$ cat src/rtl/core/pci_config_scan_matcher_defines.svh
// assertion macros for the pci config scan matcher
// used by pcsm_back to check its own control logic
`ifndef PCI_CONFIG_SCAN_MATCHER_DEFINES_SVH
`define PCI_CONFIG_SCAN_MATCHER_DEFINES_SVH

`ifndef SYNTH
// check a property on every rising edge outside reset
`define PCSM_ASSERT(label, clk, rst, prop) \
  label: assert property (@(posedge clk) disable iff (rst) prop) \
    else $error("pcsm assertion failed");
// check a property on every rising edge, reset included
`define PCSM_ASSERT_ALWAYS(label, clk, prop) \
  label: assert property (@(posedge clk) prop) \
    else $error("pcsm assertion failed");
`else
`define PCSM_ASSERT(label, clk, rst, prop)
`define PCSM_ASSERT_ALWAYS(label, clk, prop)
`endif

`endif

$ cat src/rtl/core/pcsm_pkg.sv
// shared types and constants of the pci config scan matcher
// no dependencies
`timescale 1ns / 1ps

package pcsm_pkg;

  localparam int BUS_COUNT_DEF  = 256;
  localparam int SLOT_COUNT_DEF = 32;
  localparam int FUNC_COUNT_DEF = 8;
  localparam int BAR_COUNT_DEF  = 6;

  localparam int CFG_IDX_W = 3;
  localparam int CFG_W     = 24;

  // register indexes of the configuration port
  localparam logic [CFG_IDX_W-1:0] REG_MODE   = 3'd0;
  localparam logic [CFG_IDX_W-1:0] REG_VENDOR = 3'd1;
  localparam logic [CFG_IDX_W-1:0] REG_DEVICE = 3'd2;
  localparam logic [CFG_IDX_W-1:0] REG_CLASS  = 3'd3;
  localparam logic [CFG_IDX_W-1:0] REG_INDEX  = 3'd4;

  // match modes
  localparam logic [1:0] MODE_ANY   = 2'd0;
  localparam logic [1:0] MODE_ID    = 2'd1;
  localparam logic [1:0] MODE_CLASS = 2'd2;

  // operations
  localparam logic OP_START = 1'b0;
  localparam logic OP_DATA  = 1'b1;

  // result kinds
  localparam logic [1:0] KIND_READ      = 2'd0;
  localparam logic [1:0] KIND_BAR       = 2'd1;
  localparam logic [1:0] KIND_FOUND     = 2'd2;
  localparam logic [1:0] KIND_NOT_FOUND = 2'd3;

  // config space offsets and fields
  localparam logic [7:0]  OFF_ID      = 8'h00;
  localparam logic [7:0]  OFF_CLASS   = 8'h08;
  localparam logic [7:0]  OFF_HDR     = 8'h0C;
  localparam logic [7:0]  OFF_BAR     = 8'h10;
  localparam logic [15:0] VENDOR_NONE = 16'hFFFF;
  localparam int          HDR_MULTI_BIT = 23;

  localparam int QUEUE_DEPTH = 2;
  localparam int QPTR_W      = 1;

  typedef struct packed {
    logic [1:0]  mode;
    logic [15:0] vendor;
    logic [15:0] device;
    logic [23:0] class_val;
    logic [15:0] index;
  } cfg_t;

  // classified input item
  typedef struct packed {
    logic        start;
    logic        absent;
    logic        multi;
    logic        id_match;
    logic        class_match;
    logic [31:0] data;
  } cmd_t;

  typedef struct packed {
    logic [1:0]  kind;
    logic [31:0] cfg_address;
    logic [2:0]  bar_index;
    logic [31:0] bar_value;
    logic [7:0]  bus_number;
    logic [4:0]  slot_number;
    logic [2:0]  function_number;
    logic [31:0] id_word;
    logic [23:0] class_triple;
    logic        last;
  } result_t;

endpackage

$ cat src/rtl/core/pcsm_if.sv
// handshake channels of the pci config scan matcher
// no dependencies
`timescale 1ns / 1ps

interface pcsm_feed_if;
  logic        valid;
  logic        ready;
  logic        operation;
  logic [31:0] read_data;

  modport source (output valid, operation, read_data, input ready);
  modport sink (input valid, operation, read_data, output ready);
endinterface

interface pcsm_report_if;
  logic        valid;
  logic        ready;
  logic [1:0]  kind;
  logic [31:0] cfg_address;
  logic [2:0]  bar_index;
  logic [31:0] bar_value;
  logic [7:0]  bus_number;
  logic [4:0]  slot_number;
  logic [2:0]  function_number;
  logic [31:0] id_word;
  logic [23:0] class_triple;
  logic        last;

  modport source (output valid, kind, cfg_address, bar_index, bar_value, bus_number,
                  slot_number, function_number, id_word, class_triple, last,
                  input ready);
  modport sink (input valid, kind, cfg_address, bar_index, bar_value, bus_number,
                slot_number, function_number, id_word, class_triple, last,
                output ready);
endinterface

$ cat src/rtl/core/pcsm_front.sv
// front end: accepts items and classifies the returned dword
// depends on pcsm_pkg and pcsm_feed_if
`timescale 1ns / 1ps

module pcsm_front (
  pcsm_feed_if.sink         feed,
  input  pcsm_pkg::cfg_t    cfg,
  output logic              push_valid,
  input  logic              push_ready,
  output pcsm_pkg::cmd_t    push_cmd
);
  import pcsm_pkg::*;

  logic [31:0] d;

  assign d          = feed.read_data;
  assign feed.ready = push_ready;
  assign push_valid = feed.valid;

  always_comb begin
    push_cmd             = '0;
    push_cmd.start       = (feed.operation == OP_START);
    push_cmd.absent      = (d[15:0] == VENDOR_NONE);
    push_cmd.multi       = d[HDR_MULTI_BIT];
    push_cmd.id_match    = (d[15:0] == cfg.vendor) && (d[31:16] == cfg.device);
    push_cmd.class_match = (d[31:8] == cfg.class_val);
    push_cmd.data        = d;
  end

endmodule

$ cat src/rtl/core/pcsm_queue.sv
// two-entry queue of classified items between front and back
// depends on pcsm_pkg
`timescale 1ns / 1ps

module pcsm_queue (
  input  logic           clk,
  input  logic           rst,
  input  logic           push_valid,
  output logic           push_ready,
  input  pcsm_pkg::cmd_t push_cmd,
  output logic           pop_valid,
  input  logic           pop_ready,
  output pcsm_pkg::cmd_t pop_cmd
);
  import pcsm_pkg::*;

  cmd_t              mem [QUEUE_DEPTH];
  logic [QPTR_W-1:0] wr_ptr;
  logic [QPTR_W-1:0] rd_ptr;
  logic [QPTR_W:0]   fill;
  logic              do_push;
  logic              do_pop;

  assign push_ready = (fill != QPTR_W'(0) + (QPTR_W+1)'(QUEUE_DEPTH));
  assign pop_valid  = (fill != '0);
  assign pop_cmd    = mem[rd_ptr];
  assign do_push    = push_valid && push_ready;
  assign do_pop     = pop_valid && pop_ready;

  always_ff @(posedge clk) begin
    if (do_push) begin
      mem[wr_ptr] <= push_cmd;
    end
  end

  always_ff @(posedge clk) begin
    if (rst) begin
      wr_ptr <= '0;
      rd_ptr <= '0;
      fill   <= '0;
    end else begin
      if (do_push) begin
        wr_ptr <= wr_ptr + 1'b1;
      end
      if (do_pop) begin
        rd_ptr <= rd_ptr + 1'b1;
      end
      case ({do_push, do_pop})
        2'b10:   fill <= fill + 1'b1;
        2'b01:   fill <= fill - 1'b1;
        default: fill <= fill;
      endcase
    end
  end

endmodule

$ cat src/rtl/core/pcsm_back.sv
// back end: scan walker and two-slot result buffer
// depends on pcsm_pkg, pcsm_report_if and the assertion macro header
`timescale 1ns / 1ps
`include "pci_config_scan_matcher_defines.svh"

module pcsm_back #(
  parameter int BUS_COUNT  = pcsm_pkg::BUS_COUNT_DEF,
  parameter int SLOT_COUNT = pcsm_pkg::SLOT_COUNT_DEF,
  parameter int FUNC_COUNT = pcsm_pkg::FUNC_COUNT_DEF,
  parameter int BAR_COUNT  = pcsm_pkg::BAR_COUNT_DEF
) (
  input  logic            clk,
  input  logic            rst,
  input  pcsm_pkg::cfg_t  cfg,
  input  logic            pop_valid,
  output logic            pop_ready,
  input  pcsm_pkg::cmd_t  pop_cmd,
  pcsm_report_if.source   report
);
  import pcsm_pkg::*;

  typedef enum logic [6:0] {
    PH_IDLE  = 7'b0000001,
    PH_PROBE = 7'b0000010,
    PH_HDR   = 7'b0000100,
    PH_FID   = 7'b0001000,
    PH_FCLS  = 7'b0010000,
    PH_CLS   = 7'b0100000,
    PH_BAR   = 7'b1000000
  } phase_t;

  localparam logic [8:0] BUS_LIM  = 9'(BUS_COUNT);
  localparam logic [5:0] SLOT_LIM = 6'(SLOT_COUNT);
  localparam logic [3:0] FUNC_LIM = 4'(FUNC_COUNT);
  localparam logic [3:0] BAR_LIM  = 4'(BAR_COUNT);

  phase_t      phase, phase_next;
  logic [7:0]  scan_bus, scan_bus_next;
  logic [4:0]  scan_slot, scan_slot_next;
  logic [2:0]  scan_func, scan_func_next;
  logic [3:0]  func_limit, func_limit_next;
  logic [15:0] hits_seen, hits_seen_next;
  logic [31:0] held_id, held_id_next;
  logic [23:0] held_class, held_class_next;
  logic [2:0]  bar_counter, bar_counter_next;

  result_t     slot0, slot1;
  logic [1:0]  count;
  result_t     first, second;
  logic [1:0]  produced;

  logic        take;
  logic        report_fire;
  logic [1:0]  mode;
  logic        do_hit, do_func, do_slot;
  logic        req, bar_rep, found, not_found;
  logic [2:0]  req_fn;
  logic [7:0]  req_off;
  result_t     req_res, bar_res, found_res, nf_res;

  assign report_fire = report.valid && report.ready;
  assign pop_ready   = (count == 2'd0) || ((count == 2'd1) && report_fire);
  assign take        = pop_valid && pop_ready;
  assign mode        = (cfg.mode == 2'd3) ? MODE_ANY : cfg.mode;

  always_comb begin
    phase_next       = phase;
    scan_bus_next    = scan_bus;
    scan_slot_next   = scan_slot;
    scan_func_next   = scan_func;
    func_limit_next  = func_limit;
    hits_seen_next   = hits_seen;
    held_id_next     = held_id;
    held_class_next  = held_class;
    bar_counter_next = bar_counter;
    do_hit    = 1'b0;
    do_func   = 1'b0;
    do_slot   = 1'b0;
    req       = 1'b0;
    bar_rep   = 1'b0;
    found     = 1'b0;
    not_found = 1'b0;
    req_fn    = '0;
    req_off   = OFF_ID;

    if (take) begin
      if (pop_cmd.start) begin
        scan_bus_next    = '0;
        scan_slot_next   = '0;
        scan_func_next   = '0;
        func_limit_next  = 4'd1;
        hits_seen_next   = '0;
        bar_counter_next = '0;
        phase_next       = PH_PROBE;
        req              = 1'b1;
      end else begin
        case (phase)
          PH_PROBE: begin
            if (pop_cmd.absent) begin
              do_slot = 1'b1;
            end else if (mode == MODE_ID) begin
              held_id_next    = pop_cmd.data;
              scan_func_next  = '0;
              func_limit_next = 4'd1;
              if (pop_cmd.id_match) begin
                do_hit = 1'b1;
              end else begin
                do_slot = 1'b1;
              end
            end else begin
              phase_next = PH_HDR;
              req        = 1'b1;
              req_off    = OFF_HDR;
            end
          end
          PH_HDR: begin
            func_limit_next = pop_cmd.multi ? FUNC_LIM : 4'd1;
            scan_func_next  = '0;
            phase_next      = PH_FID;
            req             = 1'b1;
          end
          PH_FID: begin
            if (pop_cmd.absent) begin
              do_func = 1'b1;
            end else begin
              held_id_next = pop_cmd.data;
              if (mode == MODE_CLASS) begin
                phase_next = PH_FCLS;
                req        = 1'b1;
                req_fn     = scan_func;
                req_off    = OFF_CLASS;
              end else begin
                do_hit = 1'b1;
              end
            end
          end
          PH_FCLS: begin
            held_class_next = pop_cmd.data[31:8];
            if (pop_cmd.class_match) begin
              do_hit = 1'b1;
            end else begin
              do_func = 1'b1;
            end
          end
          PH_CLS: begin
            held_class_next  = pop_cmd.data[31:8];
            bar_counter_next = '0;
            phase_next       = PH_BAR;
            req              = 1'b1;
            req_fn           = scan_func;
            req_off          = OFF_BAR;
          end
          PH_BAR: begin
            bar_rep = 1'b1;
            if (({1'b0, bar_counter} + 4'd1) < BAR_LIM) begin
              bar_counter_next = bar_counter + 3'd1;
              req              = 1'b1;
              req_fn           = scan_func;
              req_off          = OFF_BAR + {3'b000, bar_counter_next, 2'b00};
            end else begin
              found      = 1'b1;
              phase_next = PH_IDLE;
            end
          end
          default: begin
          end
        endcase
      end

      // chosen hit reads the class dword, otherwise count it and move on
      if (do_hit) begin
        if (hits_seen_next == cfg.index) begin
          phase_next = PH_CLS;
          req        = 1'b1;
          req_fn     = scan_func_next;
          req_off    = OFF_CLASS;
        end else begin
          hits_seen_next = hits_seen_next + 16'd1;
          do_func        = 1'b1;
        end
      end

      if (do_func) begin
        if (({1'b0, scan_func_next} + 4'd1) < func_limit_next) begin
          scan_func_next = scan_func_next + 3'd1;
          phase_next     = PH_FID;
          req            = 1'b1;
          req_fn         = scan_func_next;
          req_off        = OFF_ID;
        end else begin
          do_slot = 1'b1;
        end
      end

      if (do_slot) begin
        scan_func_next  = '0;
        func_limit_next = 4'd1;
        if (({1'b0, scan_slot_next} + 6'd1) < SLOT_LIM) begin
          scan_slot_next = scan_slot_next + 5'd1;
          phase_next     = PH_PROBE;
          req            = 1'b1;
          req_fn         = '0;
          req_off        = OFF_ID;
        end else if (({1'b0, scan_bus_next} + 9'd1) < BUS_LIM) begin
          scan_bus_next  = scan_bus_next + 8'd1;
          scan_slot_next = '0;
          phase_next     = PH_PROBE;
          req            = 1'b1;
          req_fn         = '0;
          req_off        = OFF_ID;
        end else begin
          not_found  = 1'b1;
          phase_next = PH_IDLE;
        end
      end
    end
  end

  // result records
  always_comb begin
    req_res             = '0;
    req_res.kind        = KIND_READ;
    req_res.cfg_address = {1'b1, 7'b0000000, scan_bus_next, scan_slot_next, req_fn,
                           req_off[7:2], 2'b00};

    bar_res           = '0;
    bar_res.kind      = KIND_BAR;
    bar_res.bar_index = bar_counter;
    bar_res.bar_value = pop_cmd.data;

    found_res                 = '0;
    found_res.kind            = KIND_FOUND;
    found_res.bus_number      = scan_bus_next;
    found_res.slot_number     = scan_slot_next;
    found_res.function_number = scan_func_next;
    found_res.id_word         = held_id_next;
    found_res.class_triple    = held_class_next;

    nf_res      = '0;
    nf_res.kind = KIND_NOT_FOUND;

    first    = '0;
    second   = '0;
    produced = 2'd0;
    if (bar_rep) begin
      first       = bar_res;
      second      = req ? req_res : found_res;
      second.last = 1'b1;
      produced    = 2'd2;
    end else if (req) begin
      first      = req_res;
      first.last = 1'b1;
      produced   = 2'd1;
    end else if (not_found) begin
      first      = nf_res;
      first.last = 1'b1;
      produced   = 2'd1;
    end
  end

  always_ff @(posedge clk) begin
    if (rst) begin
      phase       <= PH_IDLE;
      scan_bus    <= '0;
      scan_slot   <= '0;
      scan_func   <= '0;
      func_limit  <= 4'd1;
      hits_seen   <= '0;
      held_id     <= '0;
      held_class  <= '0;
      bar_counter <= '0;
      count       <= '0;
    end else begin
      phase       <= phase_next;
      scan_bus    <= scan_bus_next;
      scan_slot   <= scan_slot_next;
      scan_func   <= scan_func_next;
      func_limit  <= func_limit_next;
      hits_seen   <= hits_seen_next;
      held_id     <= held_id_next;
      held_class  <= held_class_next;
      bar_counter <= bar_counter_next;
      if (take) begin
        count <= produced;
      end else if (report_fire) begin
        count <= count - 2'd1;
      end
    end
  end

  always_ff @(posedge clk) begin
    if (take) begin
      slot0 <= first;
      slot1 <= second;
    end else if (report_fire) begin
      slot0 <= slot1;
    end
  end

  assign report.valid           = (count != 2'd0);
  assign report.kind            = slot0.kind;
  assign report.cfg_address     = slot0.cfg_address;
  assign report.bar_index       = slot0.bar_index;
  assign report.bar_value       = slot0.bar_value;
  assign report.bus_number      = slot0.bus_number;
  assign report.slot_number     = slot0.slot_number;
  assign report.function_number = slot0.function_number;
  assign report.id_word         = slot0.id_word;
  assign report.class_triple    = slot0.class_triple;
  assign report.last            = slot0.last;

  `PCSM_ASSERT(a_count_range, clk, rst, count != 2'd3)
  `PCSM_ASSERT(a_bar_not_last, clk, rst, (report.valid && (slot0.kind == KIND_BAR)) |-> (!slot0.last && (count == 2'd2)))
  `PCSM_ASSERT(a_found_idle, clk, rst, ((count == 2'd2) && (slot1.kind == KIND_FOUND)) |-> (phase == PH_IDLE))
  `PCSM_ASSERT(a_hold_when_full, clk, rst, ((count == 2'd2) && !report.ready) |=> ((count == 2'd2) && $stable(slot0)))

endmodule

$ cat src/rtl/core/pci_config_scan_matcher.sv
// top level of the pci config scan matcher: config registers, front, queue, back
// depends on pcsm_pkg, pcsm_if, pcsm_front, pcsm_queue and pcsm_back
`timescale 1ns / 1ps
//
// channel   role    handshake      payload
// feed      sink    valid/ready    operation, read_data
// report    source  valid/ready    kind, cfg_address, bar fields, found record, last
// cfg       write   cfg_write      cfg_index, cfg_data
//
// an item enters the queue in the cycle it is offered while the queue has room
// the back takes one queued item per cycle when its result buffer frees up; a bar
//   dword makes two results and so holds the back until the second of them leaves on report
// a result is offered on report the cycle after the back takes its item; between feed
//   and report an item passes the queue memory and then the result buffer register
// the two-entry queue lets feed run two items ahead while report is stalled
// rst is synchronous: clears config registers, walker state, queue and buffer

module pci_config_scan_matcher #(
  parameter int BUS_COUNT  = pcsm_pkg::BUS_COUNT_DEF,
  parameter int SLOT_COUNT = pcsm_pkg::SLOT_COUNT_DEF,
  parameter int FUNC_COUNT = pcsm_pkg::FUNC_COUNT_DEF,
  parameter int BAR_COUNT  = pcsm_pkg::BAR_COUNT_DEF
) (
  input  logic                             clk,
  input  logic                             rst,
  input  logic                             cfg_write,
  input  logic [pcsm_pkg::CFG_IDX_W-1:0]   cfg_index,
  input  logic [pcsm_pkg::CFG_W-1:0]       cfg_data,
  pcsm_feed_if.sink                        feed,
  pcsm_report_if.source                    report
);
  import pcsm_pkg::*;

  cfg_t cfg;
  logic push_valid, push_ready;
  cmd_t push_cmd;
  logic pop_valid, pop_ready;
  cmd_t pop_cmd;

  // config registers; the user must write them only while the block is idle, the block does not enforce it
  always_ff @(posedge clk) begin
    if (rst) begin
      cfg <= '0;
    end else if (cfg_write) begin
      case (cfg_index)
        REG_MODE:   cfg.mode      <= cfg_data[1:0];
        REG_VENDOR: cfg.vendor    <= cfg_data[15:0];
        REG_DEVICE: cfg.device    <= cfg_data[15:0];
        REG_CLASS:  cfg.class_val <= cfg_data[23:0];
        REG_INDEX:  cfg.index     <= cfg_data[15:0];
        default: begin
        end
      endcase
    end
  end

  // front: accept and classify the returned dword
  pcsm_front u_front (
    .feed       (feed),
    .cfg        (cfg),
    .push_valid (push_valid),
    .push_ready (push_ready),
    .push_cmd   (push_cmd)
  );

  // short queue so front and back stall independently
  pcsm_queue u_queue (
    .clk        (clk),
    .rst        (rst),
    .push_valid (push_valid),
    .push_ready (push_ready),
    .push_cmd   (push_cmd),
    .pop_valid  (pop_valid),
    .pop_ready  (pop_ready),
    .pop_cmd    (pop_cmd)
  );

  // back: scan walker and result buffer
  pcsm_back #(
    .BUS_COUNT  (BUS_COUNT),
    .SLOT_COUNT (SLOT_COUNT),
    .FUNC_COUNT (FUNC_COUNT),
    .BAR_COUNT  (BAR_COUNT)
  ) u_back (
    .clk       (clk),
    .rst       (rst),
    .cfg       (cfg),
    .pop_valid (pop_valid),
    .pop_ready (pop_ready),
    .pop_cmd   (pop_cmd),
    .report    (report)
  );

endmodule

$ cat src/flat_wrapper.sv
// flat-port wrapper written by rule: the top's interface ports become plain ports
module pci_config_scan_matcher_flat import pcsm_pkg::*;
#(
  parameter int BUS_COUNT  = pcsm_pkg::BUS_COUNT_DEF,
  parameter int SLOT_COUNT = pcsm_pkg::SLOT_COUNT_DEF,
  parameter int FUNC_COUNT = pcsm_pkg::FUNC_COUNT_DEF,
  parameter int BAR_COUNT  = pcsm_pkg::BAR_COUNT_DEF
)
  (clk, rst, cfg_write, cfg_index, cfg_data, feed_valid, feed_operation, feed_read_data, feed_ready, report_valid, report_kind, report_cfg_address, report_bar_index, report_bar_value, report_bus_number, report_slot_number, report_function_number, report_id_word, report_class_triple, report_last, report_ready);
  pcsm_feed_if feed_i ();
  pcsm_report_if report_i ();
  input  logic clk;
  input  logic rst;
  input  logic cfg_write;
  input  logic [pcsm_pkg::CFG_IDX_W-1:0] cfg_index;
  input  logic [pcsm_pkg::CFG_W-1:0] cfg_data;
  input wire logic [$bits(feed_i.valid)-1:0] feed_valid;
  input wire logic [$bits(feed_i.operation)-1:0] feed_operation;
  input wire logic [$bits(feed_i.read_data)-1:0] feed_read_data;
  output wire logic [$bits(feed_i.ready)-1:0] feed_ready;
  output wire logic [$bits(report_i.valid)-1:0] report_valid;
  output wire logic [$bits(report_i.kind)-1:0] report_kind;
  output wire logic [$bits(report_i.cfg_address)-1:0] report_cfg_address;
  output wire logic [$bits(report_i.bar_index)-1:0] report_bar_index;
  output wire logic [$bits(report_i.bar_value)-1:0] report_bar_value;
  output wire logic [$bits(report_i.bus_number)-1:0] report_bus_number;
  output wire logic [$bits(report_i.slot_number)-1:0] report_slot_number;
  output wire logic [$bits(report_i.function_number)-1:0] report_function_number;
  output wire logic [$bits(report_i.id_word)-1:0] report_id_word;
  output wire logic [$bits(report_i.class_triple)-1:0] report_class_triple;
  output wire logic [$bits(report_i.last)-1:0] report_last;
  input wire logic [$bits(report_i.ready)-1:0] report_ready;
  assign feed_i.valid = feed_valid;
  assign feed_i.operation = feed_operation;
  assign feed_i.read_data = feed_read_data;
  assign feed_ready = feed_i.ready;
  assign report_valid = report_i.valid;
  assign report_kind = report_i.kind;
  assign report_cfg_address = report_i.cfg_address;
  assign report_bar_index = report_i.bar_index;
  assign report_bar_value = report_i.bar_value;
  assign report_bus_number = report_i.bus_number;
  assign report_slot_number = report_i.slot_number;
  assign report_function_number = report_i.function_number;
  assign report_id_word = report_i.id_word;
  assign report_class_triple = report_i.class_triple;
  assign report_last = report_i.last;
  assign report_i.ready = report_ready;
  pci_config_scan_matcher #(.BUS_COUNT(BUS_COUNT), .SLOT_COUNT(SLOT_COUNT), .FUNC_COUNT(FUNC_COUNT), .BAR_COUNT(BAR_COUNT)) u_core (.clk(clk), .rst(rst), .cfg_write(cfg_write), .cfg_index(cfg_index), .cfg_data(cfg_data), .feed(feed_i), .report(report_i));
endmodule
$ cat config.mk
export PLATFORM = sky130hd
export DESIGN_NAME = pci_config_scan_matcher_flat
export DESIGN_NICKNAME = d
export VERILOG_FILES = /design/src/rtl/core/pcsm_pkg.sv /design/src/rtl/core/pcsm_if.sv /design/src/rtl/core/pcsm_front.sv /design/src/rtl/core/pcsm_queue.sv /design/src/rtl/core/pcsm_back.sv /design/src/rtl/core/pci_config_scan_matcher.sv /design/src/flat_wrapper.sv
export VERILOG_INCLUDE_DIRS = /design/src /design/src/rtl/core
export SDC_FILE = /design/constraint.sdc
export NUM_CORES = 1
export LEC_CHECK = 0
export BUFFER_PORTS_ARGS = -buffer_cell sky130_fd_sc_hd__buf_2
export CORE_ASPECT_RATIO = 1.2
export CORE_MARGIN = 1.5
export CORE_UTILIZATION = 40
export DETAILED_ROUTE_END_ITERATION = 7
export PLACE_DENSITY = 0.68
export SLEW_MARGIN = 20
export SYNTH_ARGS = -nofsm -noshare
export SYNTH_HDL_FRONTEND = slang
export SYNTH_SLANG_ARGS = --single-unit
$ cat constraint.sdc
create_clock -name clk -period 5.8 [get_ports clk]
set_input_delay 0.29 -clock clk [delete_from_list [all_inputs] [get_ports clk]]
set_output_delay 0.29 -clock clk [all_outputs]
set_load 0.01 [all_outputs]
==> reports/metrics.cfg <==
[die]
die_h_um=247
start_util=0.404
dieArea_um2=51000
core-area_um2=49100
die_x_um=206
io_pins=209
rows=89

[job]
maxCapViolations=0

[cells_and_area]
area_delta_synth_final_pct=18.3
fill_cells=4408
utilization=0.478
mostFrequentLayoutCells=298 x edfxtp_1, 282 x nor2_1, 265 x nand2_1
design_area_um2=23500
mostFrequentLayoutCell=edfxtp_1
drive_gt1_frac=0.152
final_nets=2139

[global_routing]
grt_max_degree=107
grt.total_usage=0.199
grt_pass1_wl_um=78000
grt_pass1_vias=13900
antenna_found_initial=1
overflow=0

[clocking]
hold_buffers=52
cts_root_buf=clkbuf_16
clkTransAtPathRegs_ns=0.07
htree_levels=2
cts_buffers=47
cts_resized=0
cts_setup_buffers=0
cts_tree=yes
clk_latency_ns=0.61
cts.sinks=481
cts_buffer_depth=3

[critical_path]
crit_type=reg -> reg
critPathRequiredTime_ns=6.10
arrival_ns=5.44
cp_max_fo=13
timing.rr.end=u_core.u_back.slot1[120]
end_kind=register
crit_path_start_kind=register
worstSetupEndpoint=u_core.u_back.slot1[120]
reg2reg_from=u_core.u_back.phase[6]
startpoint=u_core.u_back.phase[6]
worst-r2r-cell-count=15
reg2reg_slack_ns=0.66

[synthesis]
netlist_instances=1845
synth.avg_cell_area_um2=10.8
synth_cell_types=73
yosys-top-cells-area=edfxtp_1 45%, dfxtp_1 18%, nor2_1 5.3%
yosysTopAreaCell=edfxtp_1
synth_ff_type=edfxtp_1
postSynth.asyncResetShare=0
netlist.area_leader.share=0.451
synth-edff-count=298
yosys_warnings=0
ys_ff_latch=481
synth_area_um2=19900
synth-seq-area-share=0.635

[pwr]
p_leak_nw=8.53
fin_total_pwr_mw=10.9
power.density_nw_per_um2=465
vdd_drop_max_mv=0.534

[timing]
timing.final.crit_share=0.886
setup_tns_ns=0
rsz0062_at_grt=false
slew_violations=0
hold_viol_final=0
max_slew.worst_pin.slew_ns=1.13
period_minus_slack_ns=5.14
setup_viol=0
clock_skew_ns=0.0413
clock.fmax_mhz=195
relSlewSlack=0.246

[placed_design]
hpwl_um=34600
placed_cell_area_um2=21500
place_congestion=0.886
port_buffers=197

[routing]
drtPass1Iterations=5
wl_per_cell_um=18.7
ant_nets=0
drt_wl_total_um=51300
viasPerCell=5.29
via_count=14500
first_iter_violations=1025
drc_errors=0

[worst_hold_path]
hold_class=in -> reg

[outcome]
outcome=finished, final reports clean

## power by group
| part | total (mW) | internal [mW] | leakage (nW) | switching (mW) |
|---|---|---|---|---|
| sequential | 5.22 | 4.93 | 4.36 | 0.297 |
| clock | 2.98 | 1.65 | 0.724 | 1.32 |
| combinational | 2.73 | 0.838 | 3.44 | 1.90 |
## registers in the layout (all words and copies together) (netlist names), 16 cells and up, named ones only
| register | flops |
|---|---|
| u_core.u_back.held_id | 32 |
| u_core.u_queue.mem | 72 |
| u_core.u_back.report.id_word | 32 |
| u_core.u_back.report.cfg_address | 21 |
| u_core.u_back.report.bar_value | 32 |
| u_core.u_back.report.class_triple | 24 |
| u_core.u_back.slot1 | 95 |
| u_core.cfg | 74 |
| u_core.u_back.held_class | 24 |
| u_core.u_back.hits_seen | 16 |
## synth_stat cells, drive strengths merged (4+ instances only)
master / instances
nor4b: 4
or2: 4
o31ai: 8
inv: 13
nand4: 18
a211oi: 6
clkbuf: 91
o21ai: 66
a31oi: 13
xor2: 61
mux2i: 39
nor2b: 7
nand3: 28
a21boi: 4
o22a: 5
nor2: 283
a41oi: 5
a22oi: 6
edfxtp: 298
and2: 87
or4: 5
xnor2: 17
nand2: 266
a21o: 4
nand2b: 11
and3: 26
ha: 11
o211ai: 7
o2111ai: 4
a21oi: 143
dfxtp: 183
buf: 23
nor4: 30
or3: 7
nor3: 24
## critical path: stages, from the launching register on
cell and delay (ns):
dfxtp_1 0.39, or4_4 0.58, or3_1 0.46, and3_1 0.32, ha_1 0.26, xor2_1 0.16
inv_1 0.08, ha_1 0.21, nor4b_1 0.61, a21oi_4 0.17, a21oi_1 0.24, o21a_1 0.43
o21ai_2 0.16, nand2_1 0.45, buf_4 0.27, nor2_1 0.06
## metal layers
metal	GRT usage	vias up	wire [um]
met5	0	-	0
met4	0.0691	0	1350
met3	0.0281	83	2650
met2	0.333	447	25100
met1	0.263	7077	22200
li1	-	6893	-
## area by class of cell
class | count | area (um2) | area share
clock buffers | 65 | 1330 | 0.0564
clock inverters | 23 | 180 | 0.00767
multi-input cells | 1247 | 6800 | 0.289
inverters | 13 | 51.3 | 0.00218
diodes | 2 | 5.00 | 0.000213
repair buffers | 273 | 1730 | 0.0735
well taps | 637 | 797 | 0.0339
flip-flops and latches | 481 | 12600 | 0.537
## how the worst min path moves through the flow
| stage | start | end | cells after the start | slack (ns) |
|---|---|---|---|---|
| after global routing | feed_read_data[27] | u_core.u_queue.mem[1][27] | 1 | 0.01 |
| after global placement | u_core.cfg[47] | u_core.cfg[47] | 2 | 0.45 |
| after detailed placement | u_core.cfg[49] | u_core.cfg[49] | 2 | 0.46 |
| after floorplan | feed_read_data[0] | u_core.u_queue.mem[0][0] | 0 | 0.39 |
| final | feed_read_data[15] | u_core.u_queue.mem[1][15] | 1 | 0.03 |
| after CTS | feed_read_data[27] | u_core.u_queue.mem[1][27] | 1 | 0.0004 |
## cell families after synthesis
| group | Yosys count | share of synthesized area |
|---|---|---|
| adder cells (fa/ha/maj) | 11 | 0.00693 |
| AO/OA/AOI/OAI | 289 | 0.0863 |
| flip-flops | 481 | 0.635 |
| other | 1 | 0.000189 |
| multiplexers | 42 | 0.0214 |
| XOR/XNOR | 78 | 0.0344 |
| AND/OR/NAND/NOR | 816 | 0.189 |
| buffers and inverters | 127 | 0.0271 |
## stage by stage
step / hold slack [ns] / cells / setup WS, ns
after floorplan: 0.389 / 1855 / 0.546
after global placement: 0.453 / 2599 / 0.795
after detailed placement: 0.458 / 2599 / 0.688
after CTS: 0.000356 / 2739 / 0.654
after global routing: 0.0111 / 2739 / 0.371
final: 0.0325 / 2741 / 0.664
(Power assumes the default switching activity.)
